<file path="config.mk">
export PLATFORM = sky130hd
export DESIGN_NAME = motion_alert_detector
export DESIGN_NICKNAME = d
export VERILOG_FILES = /design/src/design/mad_pkg.sv /design/src/design/mad_ctrl.sv /design/src/design/mad_datapath.sv /design/src/design/mad_decide.sv /design/src/design/motion_alert_detector.sv
export SDC_FILE = /design/constraint.sdc
export NUM_CORES = 1
export LEC_CHECK = 0
export BUFFER_PORTS_ARGS = -buffer_cell sky130_fd_sc_hd__clkbuf_2
export CORE_AREA = 2 2 239 241
export CTS_CLUSTER_DIAMETER = 150
export DETAILED_ROUTE_END_ITERATION = 7
export DIE_AREA = 0 0 241 243
export GPL_TIMING_DRIVEN = 0
export PLACE_DENSITY = 0.69
export SYNTH_ARGS = -nofsm -noshare
export SYNTH_HDL_FRONTEND = slang
export SYNTH_HIERARCHICAL = 1
export SYNTH_SLANG_ARGS = --single-unit
export TNS_END_PERCENT = 10
</file>
<file path="constraint.sdc">
create_clock -name i_clk -period 8.27 [get_ports i_clk]
set_clock_uncertainty 0.05 [all_clocks]
set_input_delay 1.654 -clock i_clk [delete_from_list [all_inputs] [get_ports i_clk]]
set_output_delay 1.654 -clock i_clk [all_outputs]
set_load 0.02 [all_outputs]
</file>
<file path="src/design/mad_pkg.sv">
package mad_pkg;

    // Default widths of the sample and timestamp arithmetic.
    localparam int SAMPLE_BITS_DEF = 16;
    localparam int TIME_BITS_DEF   = 32;

    // Fixed field widths of the stream words.
    localparam int TIME_FIELD_W = 32;
    localparam int OUT_FIELD_W  = 16;
    localparam int OUT_TDATA_W  = ((2 + 2 * OUT_FIELD_W + 7) / 8) * 8;

    // Configuration port.
    localparam int CFG_W      = 16;
    localparam int CFG_ADDR_W = 1;

    localparam logic [CFG_ADDR_W-1:0] CFG_MOTION_THRESHOLD = 1'b0;
    localparam logic [CFG_ADDR_W-1:0] CFG_HOLD_TIME_MS     = 1'b1;

    localparam logic [CFG_W-1:0] MOTION_THRESHOLD_RST = 16'd205;
    localparam logic [CFG_W-1:0] HOLD_TIME_MS_RST     = 16'd2000;

    // Squaring phase: three products, the last one added in the cycle after it is formed.
    localparam int SQUARE_CYCLES = 4;

    localparam logic [1:0] AXIS_X = 2'd0;
    localparam logic [1:0] AXIS_Y = 2'd1;
    localparam logic [1:0] AXIS_Z = 2'd2;

    typedef enum logic [1:0] {
        ST_IDLE,
        ST_SQUARE,
        ST_ROOT,
        ST_DECIDE
    } t_state;

    // Controls from the sequencer to the datapath and decision logic.
    typedef struct packed {
        logic       load;
        logic       square;
        logic [1:0] axis;
        logic       accum;
        logic       root_step;
        logic       commit;
    } t_dp_ctrl;

    typedef struct packed {
        logic                   alert;
        logic                   moving;
        logic [OUT_FIELD_W-1:0] magnitude;
        logic [OUT_FIELD_W-1:0] change;
    } t_result;

endpackage

</file>
<file path="src/design/mad_ctrl.sv">
module mad_ctrl
    import mad_pkg::*;
#(
    parameter int SAMPLE_BITS = SAMPLE_BITS_DEF
) (
    input  logic     i_clk,
    input  logic     i_rst_n,
    input  logic     i_in_valid,
    input  logic     i_out_free,
    output logic     o_in_ready,
    output t_dp_ctrl o_ctrl
);

    localparam int CNT_W = $clog2(SAMPLE_BITS + 1);
    localparam logic [CNT_W-1:0] SQ_LAST   = CNT_W'(SQUARE_CYCLES - 1);
    localparam logic [CNT_W-1:0] ROOT_LAST = CNT_W'(SAMPLE_BITS - 1);

    t_state           r_state, n_state;
    logic [CNT_W-1:0] r_cnt, n_cnt;

    always_ff @(posedge i_clk) begin
        if (!i_rst_n) begin
            r_state <= ST_IDLE;
            r_cnt   <= '0;
        end else begin
            r_state <= n_state;
            r_cnt   <= n_cnt;
        end
    end

    // Next state and step counter.
    always_comb begin
        n_state = r_state;
        n_cnt   = r_cnt + CNT_W'(1);
        case (r_state)
            ST_IDLE: begin
                n_cnt = '0;
                if (i_in_valid) begin
                    n_state = ST_SQUARE;
                end
            end
            ST_SQUARE: begin
                if (r_cnt == SQ_LAST) begin
                    n_state = ST_ROOT;
                    n_cnt   = '0;
                end
            end
            ST_ROOT: begin
                if (r_cnt == ROOT_LAST) begin
                    n_state = ST_DECIDE;
                    n_cnt   = '0;
                end
            end
            ST_DECIDE: begin
                n_cnt = '0;
                if (i_out_free) begin
                    n_state = ST_IDLE;
                end
            end
            default: begin
                n_state = ST_IDLE;
                n_cnt   = '0;
            end
        endcase
    end

    // Outputs.
    always_comb begin
        o_in_ready = 1'b0;
        o_ctrl     = '0;
        case (r_state)
            ST_IDLE: begin
                o_in_ready  = 1'b1;
                o_ctrl.load = i_in_valid;
            end
            ST_SQUARE: begin
                o_ctrl.square = (r_cnt != SQ_LAST);
                o_ctrl.axis   = r_cnt[1:0];
                o_ctrl.accum  = (r_cnt != '0);
            end
            ST_ROOT: begin
                o_ctrl.root_step = 1'b1;
            end
            ST_DECIDE: begin
                o_ctrl.commit = i_out_free;
            end
            default: begin
                o_ctrl = '0;
            end
        endcase
    end

endmodule

</file>
<file path="src/design/mad_datapath.sv">
module mad_datapath
    import mad_pkg::*;
#(
    parameter int SAMPLE_BITS = SAMPLE_BITS_DEF,
    parameter int TIME_BITS   = TIME_BITS_DEF
) (
    input  logic                    i_clk,
    input  t_dp_ctrl                i_ctrl,
    input  logic [SAMPLE_BITS-1:0]  i_accel_x,
    input  logic [SAMPLE_BITS-1:0]  i_accel_y,
    input  logic [SAMPLE_BITS-1:0]  i_accel_z,
    input  logic [TIME_FIELD_W-1:0] i_time_ms,
    output logic [SAMPLE_BITS-1:0]  o_magnitude,
    output logic [TIME_BITS-1:0]    o_now
);

    localparam int S  = SAMPLE_BITS;
    localparam int SQ = 2 * SAMPLE_BITS;

    logic [S-1:0]         r_x, r_y, r_z;
    logic [TIME_BITS-1:0] r_now;
    logic [SQ-1:0]        r_prod;
    logic [SQ-1:0]        r_acc;
    logic [S-1:0]         r_rem;
    logic [S-1:0]         r_root;

    logic [S-1:0]  sel;
    logic [S-1:0]  abs_sel;
    logic [SQ-1:0] square;
    logic [S+1:0]  rem_sh;
    logic [S+1:0]  trial;
    logic [S+2:0]  diff;
    logic          ge;

    always_comb begin
        case (i_ctrl.axis)
            AXIS_X:  sel = r_x;
            AXIS_Y:  sel = r_y;
            AXIS_Z:  sel = r_z;
            default: sel = '0;
        endcase
    end

    // Most negative sample maps to 2^(S-1), which still fits unsigned.
    assign abs_sel = sel[S-1] ? (~sel + S'(1)) : sel;
    assign square  = abs_sel * abs_sel;

    // One root digit per cycle: bring down two radicand bits and try to
    // subtract 4*root+1 from the partial remainder.
    assign rem_sh = {r_rem, r_acc[SQ-1 -: 2]};
    assign trial  = {r_root, 2'b01};
    assign diff   = {1'b0, rem_sh} - {1'b0, trial};
    assign ge     = ~diff[S+2];

    always_ff @(posedge i_clk) begin
        if (i_ctrl.load) begin
            r_x    <= i_accel_x;
            r_y    <= i_accel_y;
            r_z    <= i_accel_z;
            r_now  <= TIME_BITS'(i_time_ms);
            r_acc  <= '0;
            r_rem  <= '0;
            r_root <= '0;
        end else begin
            if (i_ctrl.square) begin
                r_prod <= square;
            end
            if (i_ctrl.accum) begin
                r_acc <= r_acc + r_prod;
            end
            if (i_ctrl.root_step) begin
                r_acc  <= r_acc << 2;
                r_rem  <= ge ? diff[S-1:0] : rem_sh[S-1:0];
                r_root <= {r_root[S-2:0], ge};
            end
        end
    end

    assign o_magnitude = r_root;
    assign o_now       = r_now;

endmodule

</file>
<file path="src/design/mad_decide.sv">
module mad_decide
    import mad_pkg::*;
#(
    parameter int SAMPLE_BITS = SAMPLE_BITS_DEF,
    parameter int TIME_BITS   = TIME_BITS_DEF
) (
    input  logic                   i_clk,
    input  logic                   i_rst_n,
    input  logic                   i_commit,
    input  logic [SAMPLE_BITS-1:0] i_magnitude,
    input  logic [TIME_BITS-1:0]   i_now,
    input  logic [CFG_W-1:0]       i_threshold,
    input  logic [CFG_W-1:0]       i_hold_ms,
    output t_result                o_result
);

    localparam int CMP_W = SAMPLE_BITS + CFG_W;

    logic [SAMPLE_BITS-1:0] r_prev_mag;
    logic                   r_alert;
    logic [TIME_BITS-1:0]   r_mov_since, r_still_since;
    logic                   r_mov_valid, r_still_valid;

    logic [SAMPLE_BITS-1:0] chg;
    logic                   moving;
    logic [TIME_BITS-1:0]   n_mov_since, n_still_since;
    logic                   n_mov_valid, n_still_valid;
    logic [TIME_BITS-1:0]   sel_since;
    logic                   sel_valid;
    logic [TIME_BITS-1:0]   elapsed;
    logic                   n_alert;

    assign chg = (i_magnitude >= r_prev_mag) ? (i_magnitude - r_prev_mag)
                                              : (r_prev_mag - i_magnitude);
    assign moving = CMP_W'(chg) > CMP_W'(i_threshold);

    // A timer starts on the first sample of its kind and is dropped by the
    // first sample of the other kind.
    assign n_mov_since   = (moving && !r_mov_valid) ? i_now : r_mov_since;
    assign n_mov_valid   = moving;
    assign n_still_since = (!moving && !r_still_valid) ? i_now : r_still_since;
    assign n_still_valid = !moving;

    // Calm watches the movement timer, alert watches the still timer.
    assign sel_since = r_alert ? n_still_since : n_mov_since;
    assign sel_valid = r_alert ? n_still_valid : n_mov_valid;
    assign elapsed   = i_now - sel_since;
    assign n_alert   = (sel_valid && (elapsed > TIME_BITS'(i_hold_ms))) ? !r_alert : r_alert;

    always_ff @(posedge i_clk) begin
        if (!i_rst_n) begin
            r_prev_mag    <= '0;
            r_alert       <= 1'b0;
            r_mov_since   <= '0;
            r_mov_valid   <= 1'b0;
            r_still_since <= '0;
            r_still_valid <= 1'b0;
        end else if (i_commit) begin
            r_prev_mag    <= i_magnitude;
            r_alert       <= n_alert;
            r_mov_since   <= n_mov_since;
            r_mov_valid   <= n_mov_valid;
            r_still_since <= n_still_since;
            r_still_valid <= n_still_valid;
        end
    end

    always_comb begin
        o_result.alert     = n_alert;
        o_result.moving    = moving;
        o_result.magnitude = OUT_FIELD_W'(i_magnitude);
        o_result.change    = OUT_FIELD_W'(chg);
    end

endmodule

</file>
<file path="src/design/motion_alert_detector.sv">
// Time-qualified motion detector.
// Input stream (s_axis): one word per accelerometer sample, carrying the three
// signed axes and a free-running millisecond timestamp. Output stream (m_axis):
// one word per sample with the alert state, the moving flag, the floor square
// root of the summed squared axes and its absolute change from the last sample.
// The configuration port writes the motion threshold and the hold time; it is
// meant to be written only while no sample is in flight.
// A result word is offered once its sample word has passed the squaring, the
// square root and the decision step; a new word is taken only in the idle
// state, in which the block is ready again, so one sample is in flight at a
// time. The squaring uses one shared squarer (three products and a final sum),
// and the square root resolves one root bit per cycle through one shared
// subtract-and-compare unit before the decision logic.
// Once a result sits in the output register the block returns to idle and may
// accept the next word; if the receiver stalls, the following result waits in
// the decision step until the output register is free, so nothing is lost.
// Reset (synchronous, active low) empties the output, returns the block to
// calm with both timers stopped and the previous magnitude at zero, and
// reloads the threshold (205) and hold time (2000 ms) defaults.
module motion_alert_detector
    import mad_pkg::*;
#(
    parameter int SAMPLE_BITS = SAMPLE_BITS_DEF,
    parameter int TIME_BITS   = TIME_BITS_DEF
) (
    input  logic                    i_clk,
    input  logic                    i_rst_n,
    // Sample words.
    input  logic                    i_s_axis_tvalid,
    output logic                    o_s_axis_tready,
    // accel_x, accel_y, accel_z (SAMPLE_BITS each), time_ms (32), zero padding.
    input  logic [((3*SAMPLE_BITS+TIME_FIELD_W+7)/8)*8-1:0] i_s_axis_tdata,
    // Result words.
    output logic                    o_m_axis_tvalid,
    input  logic                    i_m_axis_tready,
    // alert (1), moving (1), magnitude (16), change (16), zero padding.
    output logic [OUT_TDATA_W-1:0]  o_m_axis_tdata,
    // Configuration writes.
    input  logic                    i_cfg_we,
    input  logic [CFG_ADDR_W-1:0]   i_cfg_addr,
    input  logic [CFG_W-1:0]        i_cfg_wdata
);

    localparam int S = SAMPLE_BITS;

    t_dp_ctrl             dp_ctrl;
    logic                 out_free;
    logic [S-1:0]         magnitude;
    logic [TIME_BITS-1:0] now;
    t_result              result;

    logic [CFG_W-1:0] r_motion_threshold;
    logic [CFG_W-1:0] r_hold_time_ms;
    logic             r_out_valid;
    t_result          r_out;

    // The next result may be committed when the output register is empty or
    // is being emptied in the same cycle.
    assign out_free = !r_out_valid || i_m_axis_tready;

    // Configuration registers.
    always_ff @(posedge i_clk) begin
        if (!i_rst_n) begin
            r_motion_threshold <= MOTION_THRESHOLD_RST;
            r_hold_time_ms     <= HOLD_TIME_MS_RST;
        end else if (i_cfg_we) begin
            case (i_cfg_addr)
                CFG_MOTION_THRESHOLD: r_motion_threshold <= i_cfg_wdata;
                CFG_HOLD_TIME_MS:     r_hold_time_ms     <= i_cfg_wdata;
                default: begin
                end
            endcase
        end
    end

    mad_ctrl #(
        .SAMPLE_BITS(SAMPLE_BITS)
    ) u_ctrl (
        .i_clk      (i_clk),
        .i_rst_n    (i_rst_n),
        .i_in_valid (i_s_axis_tvalid),
        .i_out_free (out_free),
        .o_in_ready (o_s_axis_tready),
        .o_ctrl     (dp_ctrl)
    );

    mad_datapath #(
        .SAMPLE_BITS(SAMPLE_BITS),
        .TIME_BITS  (TIME_BITS)
    ) u_datapath (
        .i_clk       (i_clk),
        .i_ctrl      (dp_ctrl),
        .i_accel_x   (i_s_axis_tdata[S-1:0]),
        .i_accel_y   (i_s_axis_tdata[2*S-1:S]),
        .i_accel_z   (i_s_axis_tdata[3*S-1:2*S]),
        .i_time_ms   (i_s_axis_tdata[3*S+TIME_FIELD_W-1:3*S]),
        .o_magnitude (magnitude),
        .o_now       (now)
    );

    mad_decide #(
        .SAMPLE_BITS(SAMPLE_BITS),
        .TIME_BITS  (TIME_BITS)
    ) u_decide (
        .i_clk       (i_clk),
        .i_rst_n     (i_rst_n),
        .i_commit    (dp_ctrl.commit),
        .i_magnitude (magnitude),
        .i_now       (now),
        .i_threshold (r_motion_threshold),
        .i_hold_ms   (r_hold_time_ms),
        .o_result    (result)
    );

    // Output register: holds one finished result until the receiver takes it.
    always_ff @(posedge i_clk) begin
        if (!i_rst_n) begin
            r_out_valid <= 1'b0;
        end else if (dp_ctrl.commit) begin
            r_out_valid <= 1'b1;
        end else if (i_m_axis_tready) begin
            r_out_valid <= 1'b0;
        end
    end

    always_ff @(posedge i_clk) begin
        if (dp_ctrl.commit) begin
            r_out <= result;
        end
    end

    assign o_m_axis_tvalid = r_out_valid;
    assign o_m_axis_tdata  = OUT_TDATA_W'({r_out.change, r_out.magnitude,
                                           r_out.moving, r_out.alert});

`ifndef NO_ASSERTIONS
    a_busy_after_accept: assert property (@(posedge i_clk) disable iff (!i_rst_n)
        (i_s_axis_tvalid && o_s_axis_tready) |=> !o_s_axis_tready)
        else $error("sample word accepted while the previous one is in flight");

    a_commit_shows_result: assert property (@(posedge i_clk) disable iff (!i_rst_n)
        dp_ctrl.commit |=> o_m_axis_tvalid)
        else $error("committed result did not reach the output");

    a_no_overwrite: assert property (@(posedge i_clk) disable iff (!i_rst_n)
        dp_ctrl.commit |-> (!o_m_axis_tvalid || i_m_axis_tready))
        else $error("result committed over an untaken output word");
`endif

endmodule

</file>
==> flow_summary.yaml <==
synth:
  yosysUniqueCellTypes: 109
  avgSynthCellArea_um2: 9.128
  synth_edf_count: 145
  ys_seq_area_frac: 0.2928
  yosysTopAreaCellShare: 0.1574
  syn_inst: 3030
  synth_top_area_cell: "edfxtp_1"
  syn-cell-area_um2: 27660
  synth-seq-cells: 332
  synth_ff_type: "dfxtp_1"
  synthArstFlopShare: 0
  synth_area_leaders: "edfxtp_1 16%, dfxtp_1 14%, fa_1 12%, ha_1 11%, nand2_1 5.2%"
  synth_warnings: 6
floorplanning:
  die_y_um: 243
  die_w_um: 241
  ioPinCount: 144
  row_count: 87
  die_area_um2: 58560
  core-area_um2: 55950
  start_util: 0.4943
timing:
  hold_violations: 0
  fmaxAchievable_ghz: 0.1110
  relSlewSlack: 0.4234
  fin_ws_ns: -0.7381
  rsz0062_at_grt: "true"
  tightest_slew_ns: 0.8648
  slew_violations: 0
  setup_viol: 16
  post-route-period-util: 1.089
  post-route-min-period_ns: 9.008
routing:
  ant_nets: 0
  routed_wl_um: 69540
  vias: 22150
  wl_per_cell_um: 17.22
  avgViaCountPerCell: 5.486
  drtIter0Drc: 1582
  drcViolationCount: 0
  first_pass_iters: 6
clock_tree:
  root_buffer: "clkbuf_16"
  clk_pin_slew_ns: 0.06
  clockBufferDepth: 3
  cts_tree: "done"
  cts_buffers: 40
  clock_latency_ns: 0.58
  htree_levels: 2
  hold_buffers: 0
  clkSinkCount: 332
min_path:
  hp-start: "u_decide/r_still_since[23]"
  min_path_cells: 2
  min_to: "u_decide/r_still_since[23]"
  hold_path_class: "reg -> reg"
global_routing:
  grt_max_degree: 54
  grtUsageTotal: 0.2384
  grt_pass1_wl_um: 113400
  grt-ovfl-total: 0
  antenna_found_initial: 1
  grt_pass1_vias: 22380
placement:
  io_buffer_count: 136
  dpl.hpwl_um: 54030
  dp_cells: 3937
  place.gp.congestion: 0.9131
finish:
  area_growth_pct: 14.15
  fin_nets: 3768
  instances_no_fill: 4037
  layout_common_cells: "378 x nand2_1, 361 x inv_1, 241 x ha_1"
  n_antenna_cell: 0
  layout_commonest_cell: "nand2_1"
  drive_gt1_frac: 0.1490
setup_path:
  timing.rr.end: "o_m_axis_tdata[0]"
  cp_slowest_cell: "nor4_4"
  cp_top_family: "compound AO/OA/AOI/OAI gates"
  crit_buf_inv: 6
  reg2reg_depth: 41
  reg2reg_from: "u_datapath/o_magnitude[9]"
  r2r_slack_ns: -0.74
  cp-start-kind: "register"
  arrival_ns: 9.30
  critical_path.max_stage_delay_ns: 0.43
  worstSetupPathType: "reg -> reg"
  cp_max_fo: 10
  endpoint_kind: "register"
  cpMostUsedCell: "ha_1"
  crit_required_ns: 8.56
run_status:
  violations: "negative setup slack"
  status: "finished, violations left"
flow_run:
  max_cap_violations: 0
worst register-to-register path: cells and delay by family, from the launching register on:
family / cells / cell delay (ns)
and+or+nand+nor: 9 / 1.77
DFF: 1 / 0.40
adders and majority gates: 4 / 1.25
buffers and inverters: 6 / 0.86
AOI/OAI and AO/OA: 17 / 2.99
xor gates and xnor gates: 2 / 0.52
muxes: 3 / 0.95
registers in the layout, summed over array words and instances (netlist names), 2 cells and up:
| register | cells |
|---|---|
| u_datapath/r_prod | 31 |
| u_ctrl/r_state | 2 |
| u_datapath/r_y | 16 |
| r_motion_threshold | 16 |
| o_m_axis_tdata | 34 |
| u_decide/r_prev_mag | 16 |
| r_hold_time_ms | 16 |
| u_datapath/o_magnitude | 16 |
| u_datapath/r_x | 16 |
| u_datapath/r_z | 16 |
| u_datapath/r_rem | 16 |
| u_datapath/r_acc | 32 |
| u_ctrl/r_cnt | 5 |
| u_decide/r_mov_since | 32 |
| u_datapath/o_now | 32 |
| u_decide/r_still_since | 32 |
stage by stage:
step | utilization | TNS, ns | hold WS [ns] | cell area [um^2] | worst slack [ns]
floorplan | - | -0.01356 | 0.3784 | 27760 | -0.01356
global route | 0.5643 | -10.91 | 0.4168 | 31570 | -1.114
CTS | 0.5638 | -3.356 | 0.4020 | 31550 | -0.6366
global placement | 0.5252 | -21.71 | 0.3882 | 29390 | -2.077
detailed placement | 0.5259 | -24.40 | 0.3929 | 29430 | -2.224
finish | 0.5643 | -4.147 | 0.4024 | 31570 | -0.7381
cells by family after synthesis:
group / synth area share
AO/OA/AOI/OAI: 0.1575
XOR/XNOR: 0.04067
adder cells (fa/ha/maj): 0.2342
buffers and inverters: 0.08165
flip-flops: 0.2928
multiplexers: 0.05388
other: 0.0004071
AND/OR/NAND/NOR: 0.1389
final cells by class:
class,count,area (um^2)
Fill cell,5037,24380
Buffer,147,909.6
Tap cell,756,945.9
Multi-Input combinational cell,2184,17870
Timing Repair Buffer,170,979.7
Sequential cell,332,8110
Clock buffer,48,1041
Clock inverter,26,300.3
Inverter,374,1416
synthesized netlist by cell type (all sizes together) (5+ instances only):
library cell,number
nor2,187
a22oi,9
nand3,67
and4,5
o21bai,14
o2bb2ai,8
fa,168
buf,62
and2,16
nand4,24
xor2,40
dfxtp,187
a21oi,161
o211ai,24
o31ai,11
nand2,385
o21ai,121
xnor2,85
edfxtp,145
clkbuf,92
o22ai,11
ha,249
a21boi,72
a2111oi,6
mux2i,106
nand2b,25
nor2b,44
and3,5
mux2,37
or3,8
a221oi,15
a211oi,35
a21o,80
nor3b,11
o21a,20
a31oi,23
nand3b,8
nor4,7
nor3,32
inv,373
what timing repair did:
item | 4_1_cts | 5_1_grt
setup buffers | 33 | 0
pin swaps | 48 | 7
endpoints found under the setup margin | 24 | 19
resized for setup | 134 | 9
per-layer routing:
metal | wire [um] | global-route usage
met2 | 33370 | 0.4099
met1 | 30650 | 0.3101
met5 | 13 | 0
met3 | 3333 | 0.02855
met4 | 2165 | 0.07789
worst max-delay path by stage:
| stage | startpoint | slack, ns | end | cells after the start |
|---|---|---|---|---|
| after CTS | u_datapath/o_magnitude[0] | -0.64 | o_m_axis_tdata[0] | 44 |
| after global routing | u_datapath/o_magnitude[9] | -1.11 | o_m_axis_tdata[0] | 43 |
| after detailed placement | u_datapath/o_magnitude[0] | -2.22 | o_m_axis_tdata[0] | 44 |
| after global placement | u_datapath/o_magnitude[0] | -2.08 | o_m_axis_tdata[0] | 44 |
| final | u_datapath/o_magnitude[9] | -0.74 | o_m_axis_tdata[0] | 41 |
| after floorplan | u_datapath/o_magnitude[0] | -0.01 | o_m_axis_tdata[0] | 45 |
Power is not shown: default switching activity piles up to over one toggle a cycle in this logic, so the estimate is an artifact.
